File: src/rtl/ipd_pkg.sv
// ----------------------------------------------------------------------------
// ipd_pkg - shared types and constants of the despeckle filter
// Register map, candidate codes and the command/status bundles that join the
// controller to the datapath.
// ----------------------------------------------------------------------------
package ipd_pkg;

	// Default sizes
	localparam int MAX_WIDTH_DEF  = 1024;
	localparam int PIXEL_BITS_DEF = 8;

	// Frame size registers
	localparam int FW_BITS = 11;
	localparam int FH_BITS = 12;
	localparam logic [FW_BITS-1:0] FW_RESET = FW_BITS'(30);
	localparam logic [FH_BITS-1:0] FH_RESET = FH_BITS'(20);

	// Configuration bus
	localparam int APB_ADDR_BITS = 3;
	localparam int APB_DATA_BITS = 32;
	localparam int REG_IDX_LSB   = 2;
	localparam logic REG_FRAME_WIDTH  = 1'b0;
	localparam logic REG_FRAME_HEIGHT = 1'b1;

	// Which pixel the shared judge unit works on
	typedef enum logic [1:0] {
		CAND_MAIN,   // row above, centred under the incoming column
		CAND_TAIL,   // last row, pixel left of the incoming one
		CAND_CORNER  // last row, the incoming last-column pixel itself
	} cand_t;

	typedef struct packed {
		logic  start;    // capture item, issue first line store reads
		logic  fetch_b;  // capture first reads, issue second reads
		logic  commit;   // capture second reads, write stores, advance counters
		logic  judge;    // load judge stage with the chosen candidate
		logic  emit;     // load output register from judge stage
		logic  last;     // result being emitted closes the run
		cand_t cand;
	} cmd_t;

	typedef struct packed {
		logic has_main;
		logic has_tail;
		logic has_corner;
		logic out_free;
	} sts_t;

endpackage

File: src/rtl/ipd_cfg_regs.sv
// ----------------------------------------------------------------------------
// ipd_cfg_regs - frame size registers
// APB-style slave holding frame width and frame height.
// ----------------------------------------------------------------------------
module ipd_cfg_regs import ipd_pkg::*; (
	input  logic                     clk,
	input  logic                     arst_n,
	input  logic                     psel,
	input  logic                     penable,
	input  logic                     pwrite,
	input  logic [APB_ADDR_BITS-1:0] paddr,
	input  logic [APB_DATA_BITS-1:0] pwdata,
	output logic [APB_DATA_BITS-1:0] prdata,
	output logic                     pready,
	output logic [FW_BITS-1:0]       frame_width,
	output logic [FH_BITS-1:0]       frame_height
);

	logic               wr_en;
	logic [FW_BITS-1:0] frame_width_q;
	logic [FH_BITS-1:0] frame_height_q;

	assign pready = 1'b1;
	assign wr_en  = psel && penable && pwrite;

	always_ff @(posedge clk or negedge arst_n) begin
		if (!arst_n) begin
			frame_width_q  <= FW_RESET;
			frame_height_q <= FH_RESET;
		end else if (wr_en) begin
			unique case (paddr[REG_IDX_LSB])
				REG_FRAME_WIDTH:  frame_width_q  <= pwdata[FW_BITS-1:0];
				REG_FRAME_HEIGHT: frame_height_q <= pwdata[FH_BITS-1:0];
			endcase
		end
	end

	always_comb begin
		unique case (paddr[REG_IDX_LSB])
			REG_FRAME_WIDTH:  prdata = APB_DATA_BITS'(frame_width_q);
			REG_FRAME_HEIGHT: prdata = APB_DATA_BITS'(frame_height_q);
		endcase
	end

	assign frame_width  = frame_width_q;
	assign frame_height = frame_height_q;

endmodule

File: config.mk
export PLATFORM = sky130hd
export DESIGN_NAME = ipd_cfg_regs
export DESIGN_NICKNAME = d
export VERILOG_FILES = /design/src/rtl/ipd_pkg.sv /design/src/rtl/ipd_cfg_regs.sv
export SDC_FILE = /design/constraint.sdc
export NUM_CORES = 1
export LEC_CHECK = 0
export BUFFER_PORTS_ARGS = -buffer_cell sky130_fd_sc_hd__buf_4
export CORE_MARGIN = 4
export CORE_UTILIZATION = 35
export DETAILED_ROUTE_END_ITERATION = 10
export PLACE_DENSITY = 0.8
export SYNTH_ARGS = -nofsm -noshare
export SYNTH_HDL_FRONTEND = slang
export SYNTH_SLANG_ARGS = --single-unit
File: constraint.sdc
create_clock -name clk -period 0.8 [get_ports clk]
set_input_delay 0.16 -clock clk [delete_from_list [all_inputs] [get_ports clk]]
set_output_delay 0.16 -clock clk [all_outputs]
set_load 0.005 [all_outputs]
==> metrics <==
fin. max-slew vios 0; first-pass GRT wire length about 5100 um; grt total ovfl 0; maximum capacitance violations 0; setup TNS -15.77 ns; Worst-path clk slew 0.13 ns; met2 WL 1970 um; final worst-path cycle share 1.62; CP Launch Type flop; PortBufs between 50 and 60; pwr/cell area 2200 nW/um2; crit-path max cell delay roughly 0.42 ns; wl on met1 1310 um; clock group share of total power 0.113; worst setup margin -0.495 ns; # IOs 96; Min-Delay Path Class in2reg; initial antenna violation count 0; Pwr Total 4.82 mW; Yosys warnings 0; residual DRC count 0; Commonest cells post-synth mux2_2 (24), buf_4 (21), dfrtp_1 (17); Largest delay share family, worst path flip-flops; Avg WL per Cell ~16 um; vias in the first global route 1015; top sig layer met4; DP HPWL 2380 um; Post-DRT Antenna Nets 0; CTS Buf Count 3; clock buffer depth 2; sequential area share after synthesis 0.471; Async SR Flop Fraction 1.00; Final Critical Period 1.29 ns; Setup Skew 0 ns; failing checks negative setup slack; Psw approximately 1.3 mW; Final Hold Vio Count 0; core footprint about 3400 um2; status finished with violations; P_leak 1.16 nW; CTS tree done; row cnt 21; Worst Path Class, Setup reg2out; RSZ-0062 raised after global routing true; syn_area_per_cell 14.4 um2; slowest CP cell dfrtp_1; maximum vdd drop 1020 uV; Synth-to-Final Area Change 77.2%; Critical path buffers and inverters 1; Avg Vias per Cell 4.24; share of total power in sequential cells 0.346; GR Util All Layers 0.151; H-Tree Depth 1; Required @ worst endpoint 0.64 ns; placed cell area 1810 um2; post-route design area 2190 um2; area leader, netlist dfrtp_1; Clk Latency, worst-skew pair about 0.3 ns; Synth Instances 86; WL final between 3000 and 4000 um; Initial Util 0.365; Yosys cell types 11; Post-Syn Area 1240 um2; DRT iter0 DRCs 37; crit path max fanout 2; First-pass DRT Iterations 4; largest net degree at the start of global routing 24; NumNets Final 213; Seq cells post-synth 23; ranking of synthesized cells by area dfrtp_1 (34%), mux2_2 (22%), dfstp_2 (13%); Max Fclk slightly below 0.8 GHz; die height 67.5 um; internal power around 3.5 mW; post-synth top area share 0.343; combinational share of power 0.541; top-count cell post-synth mux2_2; setup violators final 56; Sink Count 23; Crit. End Element output pin; Die Area 4550 um2; sw frac 0.268; ys flop type dfrtp_1; share of cells above drive strength 1 0.762; width of the die 67.5 um; Clock Tree Root clkbuf_4; Worst EP arrival approximately 1.1 ns; via count a little over 900; met3 WL 182 um; Post-synth EDFFs 0; gp weighted congestion 0.592; diodes inserted 0; worst-path cell chain mux2_4 > buf_6
## power by group through the flow
stage | logic (mW) | registers, mW | clock network (mW)
6_report | 2.61 | 1.67 | 0.545
5_1_grt | 2.77 | 1.70 | 0.601
4_1_cts | 2.43 | 1.65 | 0.551
3_5_place_dp | 1.80 | 1.65 | 0
3_3_place_gp | 1.74 | 1.62 | 0
2_1_floorplan | 0.664 | 1.68 | 0
## placed cells by master, fill, tap and decap left out, types with 2 or more instances in the layout
| cell type | instances |
|---|---|
| mux2_4 | 30 |
| conb_1 | 21 |
| clkbuf_4 | 3 |
| buf_6 | 59 |
| dfstp_2 | 6 |
| buf_12 | 2 |
| buf_4 | 25 |
| dfrtp_1 | 17 |
| mux2_2 | 4 |
## routing by layer
layer,global-route usage,vias up
li1,-,422
met1,0.179,459
met2,0.278,40
met3,0.0200,4
met4,0.0481,0
met5,0,-
## metrics by stage
step | hold WS [ns] | worst slack [ns] | util | cells
after CTS | 0.0772 | -0.474 | 0.625 | 215
after detailed placement | 0.0692 | -0.308 | 0.534 | 201
final | 0.0808 | -0.495 | 0.647 | 218
after floorplan | -0.136 | -0.0556 | - | 105
after global placement | 0.0599 | -0.268 | 0.534 | 201
after global routing | 0.0677 | -0.527 | 0.647 | 218
## final cells by class
class                      count  area (um2)
clock buffer                   4        26.3
sequential                    23         583
timing repair buffer          87         902
tap                           46        57.6
multi-input combinational     58         626
fill                         255        1190
## registers in the layout, summed over array words and instances (netlist names)
signal and count:
frame_height 12, frame_width 11
## kinds of logic (layout without fill, tap and decap cells)
group | after synthesis | after routing | share of synthesized area
buffers and inverters | 24 | 91 | 0.149
flip-flops | 23 | 23 | 0.471
multiplexers | 34 | 34 | 0.339
other | 2 | 21 | 0.00606
AND/OR/NAND/NOR | 3 | 3 | 0.0343
## final timing paths
check,start,endpoint,slack [ns],cells after the start
min in group asynchronous,arst_n,frame_height[5],0.28,2
setup reg to reg,frame_width[0],frame_width[0],-0.20,3
hold reg to reg,frame_height[11],frame_height[11],0.58,1
max in group asynchronous,arst_n,frame_height[4],0.22,2
hold / removal,pwdata[11],frame_height[11],0.08,2
setup / recovery,frame_width[8],prdata[8],-0.49,2
## worst register-to-register path: stages, from the launching register on
cell and delay, ns:
dfrtp_1 0.41, buf_4 0.14, buf_6 0.10, mux2_2 0.25
## repair_timing
action / CTS / global route
resized for setup: 55 / 18
setup buffers: 13 / 8
setup endpoints to repair: 53 / 57
pin swaps: 1 / 0
hold buffers: 1 / 0
hold endpoints to repair: 23 / 0
Note: power is estimated with default switching activity, not from simulation.
