### src/rtl/ipd_pkg.sv
// ----------------------------------------------------------------------------
// ipd_pkg - shared types and constants of the despeckle filter
// Register map, candidate codes and the command/status bundles that join the
// controller to the datapath.
// ----------------------------------------------------------------------------
package ipd_pkg;

	// Default sizes
	localparam int MAX_WIDTH_DEF  = 1024;
	localparam int PIXEL_BITS_DEF = 8;

	// Frame size registers
	localparam int FW_BITS = 11;
	localparam int FH_BITS = 12;
	localparam logic [FW_BITS-1:0] FW_RESET = FW_BITS'(30);
	localparam logic [FH_BITS-1:0] FH_RESET = FH_BITS'(20);

	// Configuration bus
	localparam int APB_ADDR_BITS = 3;
	localparam int APB_DATA_BITS = 32;
	localparam int REG_IDX_LSB   = 2;
	localparam logic REG_FRAME_WIDTH  = 1'b0;
	localparam logic REG_FRAME_HEIGHT = 1'b1;

	// Which pixel the shared judge unit works on
	typedef enum logic [1:0] {
		CAND_MAIN,   // row above, centred under the incoming column
		CAND_TAIL,   // last row, pixel left of the incoming one
		CAND_CORNER  // last row, the incoming last-column pixel itself
	} cand_t;

	typedef struct packed {
		logic  start;    // capture item, issue first line store reads
		logic  fetch_b;  // capture first reads, issue second reads
		logic  commit;   // capture second reads, write stores, advance counters
		logic  judge;    // load judge stage with the chosen candidate
		logic  emit;     // load output register from judge stage
		logic  last;     // result being emitted closes the run
		cand_t cand;
	} cmd_t;

	typedef struct packed {
		logic has_main;
		logic has_tail;
		logic has_corner;
		logic out_free;
	} sts_t;

endpackage

### src/rtl/ipd_ctrl.sv
// ----------------------------------------------------------------------------
// ipd_ctrl - sequencing of one pixel item
// Steps through the line store reads, the write-back and one judge/emit pass
// for each result the item causes.
// ----------------------------------------------------------------------------
module ipd_ctrl import ipd_pkg::*; (
	input  logic clk,
	input  logic arst_n,
	input  logic in_valid,
	output logic in_ready,
	input  sts_t sts,
	output cmd_t cmd
);

	localparam logic [2:0] S_IDLE   = 3'd0;
	localparam logic [2:0] S_FETCH  = 3'd1;
	localparam logic [2:0] S_COMMIT = 3'd2;
	localparam logic [2:0] S_JUDGE  = 3'd3;
	localparam logic [2:0] S_EMIT   = 3'd4;

	logic [2:0] state_q, state_d;
	cand_t      cand_q, cand_d;
	logic       first_ok, more_ok;
	cand_t      first_cand, more_cand;

	// first candidate after write-back
	always_comb begin
		first_ok   = 1'b1;
		first_cand = CAND_MAIN;
		if (!sts.has_main) begin
			if (sts.has_tail) begin
				first_cand = CAND_TAIL;
			end else if (sts.has_corner) begin
				first_cand = CAND_CORNER;
			end else begin
				first_ok = 1'b0;
			end
		end
	end

	// candidate following the current one
	always_comb begin
		more_ok   = 1'b0;
		more_cand = CAND_CORNER;
		case (cand_q)
			CAND_MAIN: begin
				if (sts.has_tail) begin
					more_ok   = 1'b1;
					more_cand = CAND_TAIL;
				end else if (sts.has_corner) begin
					more_ok = 1'b1;
				end
			end
			CAND_TAIL: more_ok = sts.has_corner;
			default:   more_ok = 1'b0;
		endcase
	end

	always_comb begin
		cmd      = '0;
		cmd.cand = cand_q;
		in_ready = 1'b0;
		state_d  = state_q;
		cand_d   = cand_q;
		unique case (state_q)
			S_IDLE: begin
				in_ready = 1'b1;
				if (in_valid) begin
					cmd.start = 1'b1;
					state_d   = S_FETCH;
				end
			end
			S_FETCH: begin
				cmd.fetch_b = 1'b1;
				state_d     = S_COMMIT;
			end
			S_COMMIT: begin
				cmd.commit = 1'b1;
				if (first_ok) begin
					cand_d  = first_cand;
					state_d = S_JUDGE;
				end else begin
					state_d = S_IDLE;
				end
			end
			S_JUDGE: begin
				cmd.judge = 1'b1;
				state_d   = S_EMIT;
			end
			S_EMIT: begin
				if (sts.out_free) begin
					cmd.emit = 1'b1;
					cmd.last = !more_ok;
					if (more_ok) begin
						cand_d  = more_cand;
						state_d = S_JUDGE;
					end else begin
						state_d = S_IDLE;
					end
				end
			end
			default: state_d = S_IDLE;
		endcase
	end

	always_ff @(posedge clk or negedge arst_n) begin
		if (!arst_n) begin
			state_q <= S_IDLE;
			cand_q  <= CAND_MAIN;
		end else begin
			state_q <= state_d;
			cand_q  <= cand_d;
		end
	end

endmodule

### config.mk
export PLATFORM = sky130hd
export DESIGN_NAME = ipd_ctrl
export DESIGN_NICKNAME = d
export VERILOG_FILES = /design/src/rtl/ipd_pkg.sv /design/src/rtl/ipd_ctrl.sv
export SDC_FILE = /design/constraint.sdc
export NUM_CORES = 1
export LEC_CHECK = 0
export BUFFER_PORTS_ARGS = -buffer_cell sky130_fd_sc_hd__buf_4
export CORE_AREA = 2 2 39 41
export DETAILED_ROUTE_END_ITERATION = 16
export DIE_AREA = 0 0 41 43
export GPL_TIMING_DRIVEN = 1
export PLACE_DENSITY = 0.59
export SLEW_MARGIN = 15
export SYNTH_ARGS = -nofsm -noshare
export SYNTH_HDL_FRONTEND = slang
export SYNTH_SLANG_ARGS = --single-unit
### constraint.sdc
create_clock -name clk -period 1.9 [get_ports clk]
set_clock_uncertainty 0.05 [all_clocks]
set_input_delay 0.095 -clock clk [delete_from_list [all_inputs] [get_ports clk]]
set_output_delay 0.095 -clock clk [all_outputs]
set_load 0.005 [all_outputs]
==> results of run 1 <==
==> report_power, final <==
part	switching, W	internal [W]
sequential	0.0000855	0.000162
combinational	0.000155	0.000243
clock	0.0000420	0.0000793
==> area by class of cell <==
type,instances,area [um2]
fillers,148,882.1
multi-input cells,29,200.2
flip-flops and latches,5,125.1
repair buffers,16,122.6
clock buffers,4,26.28
well taps,16,20.02
inverters,2,7.507
==> registers in the layout (all words and copies together) (netlist names) <==
register and cells:
state_q 3, cand_q 2
==> metrics by stage <==
step | power, W | std cells
floorplan | 0.0004614 | 36
global placement | 0.0006428 | 67
detailed placement | 0.0006499 | 67
CTS | 0.0007785 | 72
global route | 0.0008455 | 72
finish | 0.0007662 | 72
==> cell families (layout without fill, tap and decap cells) <==
group | after synthesis | in the layout | synth area share (%)
buffers and inverters | 2 | 22 | 2.256
DFF | 5 | 5 | 37.59
AOI/OAI and AO/OA | 9 | 9 | 20.31
and+or+nand+nor | 20 | 20 | 39.85
==> timing repair <==
action                    in CTS  in global routing
hold endpoints to repair       5                  0
resized for setup              0                  0
setup buffers                  0                  0
hold buffers                   1                  0
==> worst reg2reg max path, cell delays in order, from the launching register on <==
cell                       delay, ps
sky130_fd_sc_hd__dfrtp_1         450
sky130_fd_sc_hd__nor3b_2         310
sky130_fd_sc_hd__o211ai_1        170
sky130_fd_sc_hd__and2_4          170
sky130_fd_sc_hd__o32a_1          340
==> cell usage in the layout, fill, tap and decap left out, types with 2 or more instances in the layout <==
cell	n
sky130_fd_sc_hd__nor3b_2	2
sky130_fd_sc_hd__o32a_1	2
sky130_fd_sc_hd__buf_4	15
sky130_fd_sc_hd__dfrtp_1	5
sky130_fd_sc_hd__nand2_1	2
sky130_fd_sc_hd__nor2_1	4
sky130_fd_sc_hd__nor3b_1	2
sky130_fd_sc_hd__clkbuf_4	3
sky130_fd_sc_hd__inv_1	2
sky130_fd_sc_hd__a21oi_1	2
sky130_fd_sc_hd__nor3_1	2
==> path summary, 6_finish.rpt <==
kind,slack [ps],cells past startpoint,end,startpoint
setup / recovery,280,4,cand_q[1],state_q[0]
hold / removal,150,2,state_q[2],arst_n
setup reg to reg,280,4,cand_q[1],state_q[0]
hold reg to reg,510,1,cand_q[0],cand_q[0]
max in group asynchronous,1550,2,cand_q[0],arst_n
min in group clk,170,3,state_q[0],sts[0]
==> routing by layer <==
layer	track usage, %	share of wire (%)	vias up
li1	-	-	175
met1	12.34	45	153
met2	15.94	46	19
met3	7.853	8.5	2
met4	5.333	0.84	0
met5	0	0	-
==> impl_metrics.py, run 1 <==
metrics = {
    "flow_run": {
        "cap_violations": 0,
    },
    "layout": {
        "final_layout_size_suffix_gt1_share_pct": 39.29,
        "fin_util_pct": 36.26,
        "nNetsFinal": 64,
        "postLayoutCellArea_um2": 501.7,
        "antennaDiodeCount": 0,
        "syn2layout_area_growth_pct": 50.75,
    },
    "floorplan": {
        "die_w_um": 41,
        "rows": 14,
        "floorplan.initialDensity_pct": 24.05,
        "die-area_mm2": 0.001763,
        "die_height_um": 43,
        "floorplan.io_pins": 16,
        "core_region_area_mm2": 0.001384,
    },
    "worst_setup_path": {
        "cpMaxStageDelayCell": "sky130_fd_sc_hd__dfrtp_1",
        "crit_path_max_incr_delay_ps": 450,
        "critical_path.top_delay_family": "compound AO/OA/AOI/OAI gates",
        "worst-path-max-fanout": 8,
        "critPathCaptureType": "flip-flop",
        "required_time_at_the_endpoint_of_the_critical_path_ps": 1970,
        "critical_path_class": "flip-flop to flip-flop",
        "critical_path.startpoint_type": "flip-flop",
        "worstPathBufferInverterCount": 0,
        "timing.critical_path.cells": "nor3b_2 -> o211ai_1 -> and2_4 -> o32a_1",
        "crit_arrival_ps": 1680,
    },
    "sta": {
        "totalNegativeSetupSlack_ps": 0,
        "worst_slew_pin_slew_ps": 402.3,
        "slew_viol_final": 0,
        "rsz0062_at_grt": "false",
        "min_period_ps": 1616,
        "fmax_ghz": 0.6190,
        "hold_viol": 0,
        "setup_violations": 0,
        "fin_crit_sh_pct": 85.03,
        "maxSlewHeadroom_pct": 72.95,
        "post-route-worst-setup-slack_ps": 284.5,
        "finalHoldWorstSlack_ps": 145.1,
    },
    "placed_design": {
        "placement.setup.worst_slack_ps": 294.6,
        "placement.cell_area_um2": 465.4,
        "dpl.hpwl_um": 667.7,
        "buffer_ports.inserted": 15,
        "gp_congestion": 0.8579,
    },
    "routing": {
        "number_of_drc_markers_in_iteration_0": 12,
        "post_drt_wl_per_cell_um": 11.57,
        "vias": 349,
        "dr.pass1.iters": 4,
        "finalWirelength_um": 833,
        "viasPerCell": 4.847,
        "antenna_left": 0,
        "drt_drc_violations_left": 0,
    },
    "yosys": {
        "async_flop_share_pct": 100.0,
        "yosys_warnings": 0,
        "synthCells": 36,
        "yosysMostFrequentCell": "sky130_fd_sc_hd__dfrtp_1",
        "synth_area_per_cell_um2": 9.245,
        "post-synth-top-area-fraction_pct": 37.59,
        "yosys.cell_types.count": 22,
        "post_syn_area_um2": 332.8,
        "synth-main-ff-cell": "sky130_fd_sc_hd__dfrtp_1",
        "synth_nets": 43,
        "cell_type_contributing_the_most_total_cell_area_after_synthesis": "sky130_fd_sc_hd__dfrtp_1",
        "post_synth_most_frequent_cells": "sky130_fd_sc_hd__dfrtp_1, sky130_fd_sc_hd__nor2_1",
        "synth-edff-count": 0,
        "fraction_of_the_yosys_area_taken_by_sequential_cells_pct": 37.59,
        "synth_seq_cells": 5,
        "post_synth_main_area_contributors": "sky130_fd_sc_hd__dfrtp_1, sky130_fd_sc_hd__nor3b_2, sky130_fd_sc_hd__o32a_1",
    },
    "clocking": {
        "insertion_delay_ps": 240,
        "cts_max_level": 1,
        "cts_tree": "done",
        "cts_buffer_depth": 2,
        "tritoncts.num_buffers": 3,
        "cts.clk_slew.worst_paths_ps": 40,
        "cts_sinks": 5,
        "clockRootBuffer": "sky130_fd_sc_hd__clkbuf_4",
    },
    "grt": {
        "grt_max_degree": 9,
        "grt_pass1_wl_um": 1317,
        "total_routing_resource_utilization_after_global_routing_pct": 11.28,
        "first_global_vias": 332,
        "grt_antenna_before_repair": 0,
        "global_route.overflow_total": 0,
    },
    "power_and_ir_drop": {
        "power_density_mw_per_mm2": 1527,
        "vdd.ir_drop.worst_mv": 0.4793,
        "p_leak_nw": 0.2372,
    },
    "outcome": {
        "status": "finished clean",
    },
    "min_path": {
        "hold_removal_path_class": "primary input to asynchronous set/reset pin",
    },
}
Note: power is estimated with default switching activity, not from simulation.
==> run 2, diff against run 1 <==
--- a/config.mk
+++ b/config.mk
@@ -9,7 +9,8 @@
 export CORE_AREA = 2 2 39 41
 export DETAILED_ROUTE_END_ITERATION = 16
 export DIE_AREA = 0 0 41 43
-export GPL_TIMING_DRIVEN = 1
+export GPL_TIMING_DRIVEN = 0
+export MAX_ROUTING_LAYER = met4
 export PLACE_DENSITY = 0.59
 export SLEW_MARGIN = 15
 export SYNTH_ARGS = -nofsm -noshare
==> run 2 against run 1 <==
Sequential cell count did not move. Critical endpoint unchanged. Largest cell class unchanged. Sequential share of layout area unchanged. Global-route usage is 0.72 points lower.
==> impl_metrics.py, run 2 (same netlist as run 1, synthesis figures left out) <==
metrics = {
    "layout": {
        "nNetsFinal": 64,
        "fillerInstances": 145,
        "syn2layout_area_growth_pct": 50.75,
        "most_frequent_cells_in_the_layout": "sky130_fd_sc_hd__buf_4, sky130_fd_sc_hd__dfrtp_1, sky130_fd_sc_hd__nor2_1",
        "mostFrequentLayoutCell": "sky130_fd_sc_hd__buf_4",
        "antennaDiodeCount": 0,
        "largestRegisters": "state_q: 3 flops, cand_q: 2 flops",
        "largest_register_ff_count": 3,
        "final_layout_size_suffix_gt1_share_pct": 39.29,
        "area.sequential_um2": 125.1,
        "largest-register": "state_q",
        "multi_input_comb_area_um2": 200.2,
    },
    "routing": {
        "dr.pass1.iters": 4,
        "antenna_left": 0,
        "drt_drc_violations_left": 0,
        "vias": 345,
        "viasPerCell": 4.792,
        "post_drt_wl_per_cell_um": 10.67,
        "finalWirelength_um": 768,
        "number_of_drc_markers_in_iteration_0": 4,
    },
    "floorplan": {
        "floorplan.initialDensity_pct": 24.05,
        "die_w_um": 41,
        "core_region_area_mm2": 0.001384,
        "rows": 14,
        "floorplan.io_pins": 16,
        "die_height_um": 43,
        "die-area_mm2": 0.001763,
    },
    "flow_run": {
        "cap_violations": 0,
    },
    "grt": {
        "total_routing_resource_utilization_after_global_routing_pct": 10.56,
        "grt_antenna_before_repair": 0,
        "grt_max_degree": 9,
        "first_global_vias": 285,
        "global_route.overflow_total": 0,
        "grt_pass1_wl_um": 1159,
    },
    "outcome": {
        "status": "finished clean",
    },
    "power_and_ir_drop": {
        "power_density_mw_per_mm2": 1513,
        "p_leak_nw": 0.2372,
        "vdd.ir_drop.worst_mv": 0.5713,
    },
    "min_path": {
        "hold_removal_path_class": "primary input to asynchronous set/reset pin",
    },
    "clocking": {
        "clockRootBuffer": "sky130_fd_sc_hd__clkbuf_4",
        "post_cts.repair.setup_buffers": 0,
        "cts_max_level": 1,
        "cts_tree": "done",
        "cts.clk_slew.worst_paths_ps": 40,
        "insertion_delay_ps": 240,
        "cts_buffer_depth": 2,
        "tritoncts.num_buffers": 3,
        "cts_sinks": 5,
    },
    "sta": {
        "totalNegativeSetupSlack_ps": 0,
        "finalHoldWorstSlack_ps": 144.7,
        "fin_crit_sh_pct": 84.34,
        "fmax_ghz": 0.6240,
        "slew_viol_final": 0,
        "setup_violations": 0,
        "rsz0062_at_grt": "false",
        "hold_viol": 0,
        "min_period_ps": 1603,
        "maxSlewHeadroom_pct": 74.84,
        "worst_slew_pin_slew_ps": 374.2,
    },
    "placed_design": {
        "buffer_ports.inserted": 15,
        "gp_congestion": 0.7695,
        "dpl.hpwl_um": 644.5,
    },
    "worst_setup_path": {
        "worst-path-max-fanout": 8,
        "critical_path_class": "flip-flop to flip-flop",
        "timing.critical_path.cells": "nor3b_2 -> o211ai_1 -> and2_4 -> o32a_1",
        "required_time_at_the_endpoint_of_the_critical_path_ps": 1960,
        "critPathCaptureType": "flip-flop",
        "cpMaxStageDelayCell": "sky130_fd_sc_hd__dfrtp_1",
        "crit_arrival_ps": 1670,
        "crit_path_start": "state_q[0]",
        "rr_startpoint": "state_q[0]",
        "crit_path_max_incr_delay_ps": 450,
        "critical_path.startpoint_type": "flip-flop",
    },
}
[run 2: critical path: cells and delay by family (launching register included)]
family,cells,cell delay [ps]
compound gates,2,500
simple gates,2,480
flops,1,450
[run 2: cell type report]
type / instances / share of cell area [%]
sequential: 5 / 24.94
clock buffer: 4 / 5.237
inverter: 2 / 1.496
multi-input combinational: 29 / 39.90
tap: 16 / 3.990
timing repair buffer: 16 / 24.44
[run 2: what timing repair did]
action                                 4_1_cts  5_1_grt
resized for setup                            0        0
hold buffers                                 1        0
endpoints found under the hold margin        5        0
[run 2: final timing paths]
| check | to | slack (ps) | cells past startpoint |
|---|---|---|---|
| worst max register to register | cand_q[1] | 300 | 4 |
| min in group clk | state_q[0] | 180 | 3 |
| worst min-delay path | state_q[0] | 140 | 2 |
| worst max-delay path | cand_q[1] | 300 | 4 |
| worst min register to register | cand_q[0] | 500 | 1 |
| max in group asynchronous | cand_q[0] | 1550 | 2 |
[run 2: report_power, final]
group          switching [W]  total (W)  internal, W
registers          0.0000821   0.000244     0.000162
logic               0.000154   0.000396     0.000243
clock network      0.0000394   0.000119    0.0000791
[run 2: per-stage QoR]
| step | instances | setup WS, ps | area (um2) | power, W | util [%] |
|---|---|---|---|---|---|
| 6_report | 72 | 297.5 | 501.7 | 0.0007589 | 36.26 |
| 5_1_grt | 72 | 134.3 | 501.7 | 0.0008291 | 36.26 |
| 4_1_cts | 72 | 288.6 | 501.7 | 0.0007757 | 36.26 |
| 3_5_place_dp | 67 | 297.8 | 465.4 | 0.0006474 | 33.63 |
| 3_3_place_gp | 67 | 284.3 | 465.4 | 0.0006467 | 33.63 |
| 2_1_floorplan | 36 | 417.8 | 332.8 | 0.0004614 | - |
[run 2: layer usage]
| layer | GRT usage [%] | vias up | share of wire, % |
|---|---|---|---|
| met3 | 7.853 | 0 | 6.0 |
| met2 | 13.75 | 12 | 49 |
| met1 | 12.13 | 158 | 45 |
| li1 | - | 175 | - |
| met4 | 4.000 | 0 | 0 |
| met5 | - | - | 0 |
